<file path="config.mk">
export PLATFORM = sky130hd
export DESIGN_NAME = mlvf_ctrl
export DESIGN_NICKNAME = d
export VERILOG_FILES = /design/src/design/mlvf_pkg.sv /design/src/design/mlvf_ctrl.sv
export SDC_FILE = /design/constraint.sdc
export NUM_CORES = 1
export LEC_CHECK = 0
export BUFFER_PORTS_ARGS = -buffer_cell sky130_fd_sc_hd__buf_2
export CAP_MARGIN = 20
export CORE_MARGIN = 4
export CORE_UTILIZATION = 48
export DETAILED_ROUTE_END_ITERATION = 12
export PLACE_DENSITY = 0.85
export SYNTH_ARGS = -nofsm -noshare
export SYNTH_HDL_FRONTEND = slang
export SYNTH_SLANG_ARGS = --single-unit
</file>
<file path="constraint.sdc">
create_clock -name clk -period 2.4 [get_ports clk]
set_clock_uncertainty 0.15 [all_clocks]
set_input_delay 0.72 -clock clk [delete_from_list [all_inputs] [get_ports clk]]
set_output_delay 0.72 -clock clk [all_outputs]
set_load 0.02 [all_outputs]
</file>
<file path="src/design/mlvf_pkg.sv">
// Shared types and constants of the mean least variance filter.
`default_nettype none

package mlvf_pkg;

    localparam int DEF_MAX_WIDTH      = 1024;
    localparam int DEF_MAX_HALF_WIDTH = 2;
    localparam int DEF_PIXEL_BITS     = 8;

    localparam int CFG_INDEX_BITS  = 2;
    localparam int CFG_DATA_BITS   = 16;
    localparam int WIDTH_BITS      = 11;
    localparam int HEIGHT_BITS     = 16;
    localparam int HALF_BITS       = 2;
    localparam int PIXEL_PORT_BITS = 8;
    // offsets inside the window, wide enough for twice the largest half width
    localparam int IDX_BITS        = 3;

    typedef logic [CFG_INDEX_BITS-1:0] cfg_index_t;

    localparam cfg_index_t CFG_IMAGE_WIDTH  = 2'd0;
    localparam cfg_index_t CFG_IMAGE_HEIGHT = 2'd1;
    localparam cfg_index_t CFG_HALF_WIDTH   = 2'd2;

    localparam logic [WIDTH_BITS-1:0]  RST_IMAGE_WIDTH  = 11'd640;
    localparam logic [HEIGHT_BITS-1:0] RST_IMAGE_HEIGHT = 16'd480;
    localparam logic [HALF_BITS-1:0]   RST_HALF_WIDTH   = 2'd1;

    typedef enum logic [2:0] {
        ST_IDLE,
        ST_RUN,
        ST_ACC_WAIT,
        ST_INJECT,
        ST_SEL_WAIT,
        ST_DIVIDE
    } state_t;

    typedef struct packed {
        logic                accept;
        logic                issue;
        logic [IDX_BITS-1:0] row_off;
        logic [IDX_BITS-1:0] col_off;
        logic                first;
        logic                last;
        logic                inject;
        logic                div_start;
        logic                out_load;
        logic                advance;
    } dp_cmd_t;

    typedef struct packed {
        logic                due;
        logic [IDX_BITS-1:0] span;
        logic                sel_busy;
        logic                div_done;
        logic                out_full;
    } dp_status_t;

endpackage

`default_nettype wire

</file>
<file path="src/design/mlvf_ctrl.sv">
// Sequencer of the mean least variance filter.
`default_nettype none

module mlvf_ctrl (
    input  logic                 clk,
    input  logic                 rst_n,
    input  logic                 in_valid,
    output logic                 in_ready,
    input  mlvf_pkg::dp_status_t status,
    output mlvf_pkg::dp_cmd_t    cmd
);
    import mlvf_pkg::*;

    state_t                state_reg, state_next;
    logic [IDX_BITS-1:0]   row_reg, row_next;
    logic [IDX_BITS-1:0]   col_reg, col_next;

    always_ff @(posedge clk or negedge rst_n)
    begin
        if (!rst_n)
        begin
            state_reg <= ST_IDLE;
            row_reg   <= '0;
            col_reg   <= '0;
        end
        else
        begin
            state_reg <= state_next;
            row_reg   <= row_next;
            col_reg   <= col_next;
        end
    end

    always_comb
    begin
        state_next = state_reg;
        row_next   = row_reg;
        col_next   = col_reg;
        in_ready   = 1'b0;
        cmd        = '0;
        unique case (state_reg)
            ST_IDLE:
            begin
                in_ready = 1'b1;
                if (in_valid)
                begin
                    cmd.accept = 1'b1;
                    row_next   = '0;
                    col_next   = '0;
                    state_next = ST_RUN;
                end
            end
            ST_RUN:
            begin
                cmd.issue   = 1'b1;
                cmd.row_off = row_reg;
                cmd.col_off = col_reg;
                cmd.first   = (row_reg == '0) && (col_reg == '0);
                cmd.last    = (row_reg == status.span) && (col_reg == status.span);
                if (col_reg == status.span)
                begin
                    col_next = '0;
                    if (row_reg == status.span)
                        state_next = ST_ACC_WAIT;
                    else
                        row_next = row_reg + 1'b1;
                end
                else
                begin
                    col_next = col_reg + 1'b1;
                end
            end
            ST_ACC_WAIT:
            begin
                state_next = ST_INJECT;
            end
            ST_INJECT:
            begin
                cmd.inject = 1'b1;
                state_next = ST_SEL_WAIT;
            end
            ST_SEL_WAIT:
            begin
                if (!status.sel_busy)
                begin
                    if (status.due)
                    begin
                        cmd.div_start = 1'b1;
                        state_next    = ST_DIVIDE;
                    end
                    else
                    begin
                        cmd.advance = 1'b1;
                        state_next  = ST_IDLE;
                    end
                end
            end
            ST_DIVIDE:
            begin
                if (status.div_done && !status.out_full)
                begin
                    cmd.out_load = 1'b1;
                    cmd.advance  = 1'b1;
                    state_next   = ST_IDLE;
                end
            end
            default:
            begin
                state_next = ST_IDLE;
            end
        endcase
    end

endmodule

`default_nettype wire

</file>
Word level (Yosys, flattened, before mapping)
Cells that the tools add are included.
{ "totals": {"ff_bits": 9, "output_inout_bits": 15, "word_cells": 55} }
{ "op_classes": {"n_addsub": 2, "n_eq_ne": 13, "mux": 26, "reduce_logical": 11} }
{ "ops": {"columns": ["cell", "n"], "rows": [
  ["two-way mux 3 bit", 10],
  ["case mux 3 bit (6 select lines)", 1],
  ["inequality test 2 bit, second input constant", 6],
  ["case mux 3 bit (2 select lines)", 2],
  ["two-way mux 1 bit", 10],
  ["logical NOT 3 bit", 3],
  ["two-way mux 9 bit", 1],
  ["adder 3 x 1 -> 3 bit, second input constant", 2],
  ["equality test 3 x 2 -> 1 bit, second input constant", 2],
  ["equality test 3 bit", 2],
  ["equality test 3 bit, second input constant", 2],
  ["AND reduction 5 bit", 1],
  ["AND reduction 4 bit", 1],
  ["equality test 3 x 1 -> 1 bit, second input constant", 1],
  ["logical AND 1 bit", 3],
  ["two-way mux 2 bit", 1],
  ["case mux 1 bit (2 select lines)", 1],
  ["AND reduction 2 bit", 1],
  ["nonzero test 2 bit", 1],
  ["logical NOT 1 bit", 1]
]} }

Depth between registers and ports, before layout
Gate-level depths: netlist (run 1).
{ "depth": {"word_depth": 4, "depth_mapped": 8} }

Worst setup path after synthesis (run 1)
Ideal clock, no wire load.
{ "synth_timing": {"path_type": "register -> output", "start": "register state_reg[1]", "end": "output port cmd[5] (netlist bit)", "arrival_ps": 1673, "required_ps": 1530, "setup_slack_ps": -143, "stages_incl_launch_ff": 6, "path_cell_list": "dfrtp_1 -> buf_2 -> nand2b_1 -> or2_1 -> buf_6 -> nor4_1"} }
{ "synth_lines": {"columns": ["item", "line_no", "text"], "rows": [
  ["start: declaration", "mlvf_ctrl.sv:14", "state_t state_reg, state_next;"],
  ["start signal: assignment", "mlvf_ctrl.sv:28", "state_reg <= state_next;"],
  ["end: declaration", "mlvf_ctrl.sv:10", "output mlvf_pkg::dp_cmd_t cmd"]
]} }

==> out/summary.txt, run 1 <==
Final Hold Fails - 0
CTS buffer count - 3
routed wire length - 1.942 mm
GRT Residual Overflow - 0
Core ar. - 1489 sq um
clk sinks - 9
area share of the largest cell type after synthesis - 0.3000
Routed Antenna Nets - 0
via count - 791
largest net degree at the start of global routing - 14
crit end category - output pin
critical path's top delay family - simple AND/OR/NAND/NOR gates
Cell Chain, Critical Path - buf_8 -> xor2_4 -> nor3_4 -> nand2_1 -> nor2_1 -> buf_4
final worst path period share - 0.9912
Pleak - 0.5389 nW
Synth area leader - dfrtp_1
initial antenna violation count - 0
fin. max-slew vios - 0
sequential share of the synthesized area - 0.3000
drc violations - 0
root buf cell - clkbuf_4
Arr. time, crit path - 1.51 ns
syn avg cell area - 8.160 sq um
Layout area overhead - 49.17%
setup violators final - 0
post-layout min period - 2.379 ns
I/O Buffers - 24
CP Depth - 6
number of distinct library cells after synthesis - 37
total negative slack - 0 ns
cell count of the worst reg-to-reg path - 6
HP Class - input pin to async pin
chip width - 47.55 microns
unrepaired setup endpoints after global routing - yes
CP Launch Point - status[5]
clock buffer depth - 2
H-tree depth - 1
Max Clk Rate - 420.4 MHz
dpl cells - 135
I/O Pins - 25
ant diodes - 0
Die ar. - 2261 sq um
Netlist Area Pre-Place - 750.7 sq um
r2r setup slk - 0.50 ns
1st-iter DRT viols - 11
layout cell share with drive strength beyond 1 - 0.4154
Synth Register Bits - 9
RePlAce Congestion - 0.7952
Worst-Margin Slew - 0.3027 ns
Required @ worst endpoint - 1.53 ns
CP bufs+invs - 2
syn_nets - 106
Initial Utilization - 0.5042
CP Max Fanout - 2
most frequent cells in the layout - buf_2 (17), buf_4 (17), nor2_1 (8), nand2_1 (8), dfrtp_1 (7)
global-route wire length before repair - 2.932 mm
CTS tree - yes
RR Startpoint - col_reg[2]
reg2reg end - state_reg[1]
DRT Pass-1 Iters - 4
slowest cell delay on critical path - 0.20 ns
total global-route track usage - 0.1824
Max IR drop VDD - 649.4 uV
Via density - 5.418
Die Y - 47.55 microns
Detailed Place HPWL - 1.423 mm
clock latency on the worst-skew pair - 0.26 ns
CP endpoint - cmd[4]
FP Rows - 14
fillers - 114
Crit-path slowest cell - nor3_4
Setup crit start kind - input pin
status - completed
Yosys warning count - 0
clock slew at the register clock pins of the worst setup and hold paths - 0.07 ns
Layout Cells excl Fill - 146
MaxCap Viol Count - 0
Synth Instances - 92
Cell Pwr Density - 1148 nW/um^2
vias in the first global route - 696
worst setup path class - input pin to output pin
routed len/inst - 13.30 microns
max_slew headroom - 0.7955
largest cells by area after synthesis - dfrtp_1 (30%), ha_1 (6.7%), nand2b_1 (4.2%)
Layout Nets - 145
area by class of cell:
cell class / instances / area [sq um] / share of cell area
clock buffers: 3 / 22.52 / 0.02011
clock inverters: 1 / 5.005 / 0.004469
inverters: 7 / 31.28 / 0.02793
multi-input cells: 72 / 551.8 / 0.4927
flip-flops and latches: 9 / 227.7 / 0.2034
well taps: 16 / 20.02 / 0.01788
repair buffers: 38 / 261.5 / 0.2335
cell usage after synthesis:
master,instances
nand2b_1,5
and2_1,3
nand3b_1,1
inv_6,1
nand4_1,1
a21oi_1,4
dfrtp_1,9
nor2_1,8
mux2i_1,1
o21bai_1,1
xor2_1,3
nor3_4,1
a21o_1,1
clkbuf_1,2
nor3_1,2
o31ai_1,2
and3_1,1
buf_6,1
nor4_1,3
nand3_1,1
and3b_1,1
inv_1,6
nor4bb_1,1
o22ai_1,1
a211oi_1,1
a31oi_1,2
xnor2_1,3
o21ai_0,5
or3b_1,1
buf_2,1
nor2b_1,3
o41ai_1,1
ha_1,4
or3_1,1
o32ai_1,1
or2_1,1
nand2_1,8
how the worst min path moves through the flow:
| stage | start | end | slack, ns | cells after the start |
|---|---|---|---|---|
| after floorplan | rst_n | col_reg[0] | 0.27 | 0 |
| after global placement | row_reg[0] | row_reg[0] | 0.41 | 1 |
| after detailed placement | col_reg[0] | col_reg[0] | 0.42 | 1 |
| after CTS | rst_n | row_reg[2] | 0.15 | 1 |
| after global routing | rst_n | row_reg[2] | 0.16 | 1 |
| final | rst_n | row_reg[2] | 0.14 | 1 |
kinds of logic after synthesis:
family	Yosys count	synth area share
AOI/OAI and AO/OA	19	0.1583
xor gates and xnor gates	6	0.07001
buffers and inverters	11	0.07333
adders and majority gates	4	0.06667
DFF	9	0.3000
muxes	1	0.01333
and+or+nand+nor	42	0.3184
where the power goes:
part	internal (mW)	switching, mW
sequential	0.213	0.0951
combinational	0.399	0.462
clock	0.0614	0.0556
total	0.673	0.612
worst reg2reg max path, cell delays in order (launching register included):
cell and delay (ns):
dfrtp_2 0.47, xor2_4 0.21, nor3_4 0.20, buf_4 0.13
buf_4 0.13, or3b_1 0.36, a21oi_1 0.15
per-stage QoR:
stage	area [sq um]	utilization	power (mW)	setup slack, ns	hold slack [ns]
global placement	925.9	0.6218	0.9576	-0.0004244	0.4085
floorplan	757.0	-	0.7909	0.004553	0.2744
finish	1120	0.7521	1.286	0.02107	0.1438
global route	1120	0.7521	1.406	-0.09358	0.1591
CTS	1035	0.6950	1.206	-0.0007927	0.1498
detailed placement	925.9	0.6218	0.9822	-0.03447	0.4178
what timing repair did:
action                                  CTS  global route
endpoints found under the setup margin    4             5
pin swaps                                 4             5
buffers inserted                          4             3
hold buffers                              0             0
gates resized for setup                  10            14
layer usage:
layer | wire length (microns) | GRT usage
met2 | 1057 | 0.3316
met3 | 110 | 0.02256
met1 | 758 | 0.2187
met5 | 0 | 0
met4 | 14 | 0.06452
Power figures use the tool's default switching activity.
==> run 2, diff against run 1 <==
--- a/config.mk
+++ b/config.mk
@@ -11,6 +11,7 @@
 export CORE_UTILIZATION = 48
 export DETAILED_ROUTE_END_ITERATION = 12
 export PLACE_DENSITY = 0.85
+export REMOVE_ABC_BUFFERS = 1
 export SYNTH_ARGS = -nofsm -noshare
 export SYNTH_HDL_FRONTEND = slang
 export SYNTH_SLANG_ARGS = --single-unit
==> out/summary.txt, run 2 (synthesis gave the netlist of run 1 again) <==
final worst path period share - 1.005 (+0.01388)
fin. max-slew vios - 0 (unchanged)
Worst-Margin Slew - 0.3374 ns (+0.03467 ns)
Max Clk Rate - 414.6 MHz (-1.4%)
cell count of the worst reg-to-reg path - 6 (unchanged)
FP Rows - 14 (unchanged)
crit end category - output pin
Final Hold Fails - 0 (unchanged)
setup violators final - 1 (+1)
H-tree depth - 1 (unchanged)
clock slew at the register clock pins of the worst setup and hold paths - 0.07 ns (about the same)
DRT Pass-1 Iters - 4 (unchanged)
root buf cell - clkbuf_4
Layout Nets - 146 (+0.69%)
CP Max Fanout - 2 (unchanged)
final core occ - 0.7706 (+0.01849)
fillers - 95 (-17%)
Pleak - 0.5456 nW (+1.2%)
Layout Cells excl Fill - 147 (+0.68%)
CTS buffer count - 3 (unchanged)
Core ar. - 1489 sq um (unchanged)
worst setup path class - input pin to output pin
vias in the first global route - 685 (-1.6%)
global-route wire length before repair - 2.911 mm (-0.72%)
Cell Pwr Density - 1181 nW/um^2 (+2.8%)
Max IR drop VDD - 665.6 uV (+2.5%)
I/O Buffers - 24 (unchanged)
hold buffers post-CTS - 0 (unchanged)
chip width - 47.55 microns (unchanged)
clk sinks - 9 (unchanged)
MaxCap Viol Count - 0 (unchanged)
drc violations - 0 (unchanged)
Layout area overhead - 52.83%
clock latency on the worst-skew pair - 0.28 ns (+0.02 ns)
Fin Hold WS - 0.1362 ns (-0.007554 ns)
placed cell area - 927.1 sq um (+0.14%)
Arr. time, crit path - 1.54 ns (+0.03 ns)
grt met1 use - 0.2000 (-0.01868)
Routed Antenna Nets - 0 (unchanged)
Initial Utilization - 0.5042 (unchanged)
dpl cells - 136 (+0.74%)
1st-iter DRT viols - 10 (-1)
largest net degree at the start of global routing - 14 (unchanged)
M2 GR Usage - 0.3396 (+0.008021)
CTS tree - yes
r2r setup slk - 0.60 ns (+0.10 ns)
RePlAce Congestion - 0.7931 (-0.26%)
ant diodes - 0 (unchanged)
GR Util met3 - 0.04511 (+0.02256)
GRT Residual Overflow - 0 (unchanged)
commonest non-fill, non-tap cell in the layout - buf_4
layout cell share with drive strength beyond 1 - 0.4656 (+0.05026)
Setup crit start kind - input pin
HP Class - input pin to async pin
max_slew headroom - 0.7743 (-0.02123)
clock buffer depth - 2 (unchanged)
status - finished with violations
most frequent cells in the layout - buf_4 (17), buf_2 (15), nand2_1 (7), dfrtp_1 (7), buf_6 (6)
unrepaired setup endpoints after global routing - yes
Required @ worst endpoint - 1.53 ns (about the same)
Via density - 5.456 (+0.70%)
initial antenna violation count - 0 (unchanged)
PnR worst setup slack - -0.01224 ns (-0.03331 ns)
routed wire length - 2.188 mm (+13%)
I/O Pins - 25 (unchanged)
total negative slack - -0.01224 ns (-0.01224 ns)
GRT busiest layer - met2
Detailed Place HPWL - 1.458 mm (+2.5%)
total global-route track usage - 0.1922 (+0.009814)
via count - 802 (+1.4%)
cell area after layout - 1147 sq um (+2.5%)
post-layout min period - 2.412 ns (+0.03331 ns)
Die Y - 47.55 microns (unchanged)
routed len/inst - 14.88 microns (+12%)
failing checks - negative setup slack
Die ar. - 2261 sq um (unchanged)
run 2: metal layers:
layer	vias to the layer above	wire [microns]
met3	4	107
met5	-	0
met4	0	46
met1	377	866
li1	399	-
met2	22	1168
run 2: through the flow:
stage	total power, mW	setup slack [ns]
2_1_floorplan	0.7523	-0.1209
3_3_place_gp	0.9644	-0.01555
3_5_place_dp	0.9936	-0.05093
4_1_cts	1.208	-0.007957
5_1_grt	1.449	-0.05526
6_report	1.355	-0.01224
run 2: final cells by class:
cell class / instances / area (sq um) / share of cell area
sequential: 9 / 227.7 / 0.1985
tap: 16 / 20.02 / 0.01745
timing repair buffer: 39 / 285.3 / 0.2486
multi-input combinational: 72 / 555.5 / 0.4842
clock inverter: 1 / 5.005 / 0.004362
clock buffer: 3 / 22.52 / 0.01963
inverter: 7 / 31.28 / 0.02726
run 2: power by group:
group	total, mW	internal, mW	switching, mW	leakage, nW
registers	0.309	0.213	0.0955	0.108
logic	0.922	0.421	0.500	0.420
clock network	0.124	0.0619	0.0624	0.0177
run 2: path summary, 6_finish.rpt:
| path | from | to |
|---|---|---|
| worst max-delay path | status[4] | cmd[4] |
| worst min-delay path | rst_n | col_reg[2] |
| worst max register to register | row_reg[2] | state_reg[1] |
| worst min register to register | row_reg[0] | row_reg[0] |
| max in group asynchronous | rst_n | col_reg[1] |
| min in group clk | row_reg[0] | row_reg[0] |
run 2: timing repair:
item | CTS | global route
setup buffers | 2 | 5
gates resized for setup | 16 | 20
pin swaps | 5 | 4
setup endpoints to repair | 7 | 9
run 2: critical path: stages:
cell and delay, ns:
buf_8 0.10, buf_4 0.13, xnor2_1 0.16, nand3_1 0.14, nor2_2 0.15, buf_6 0.13
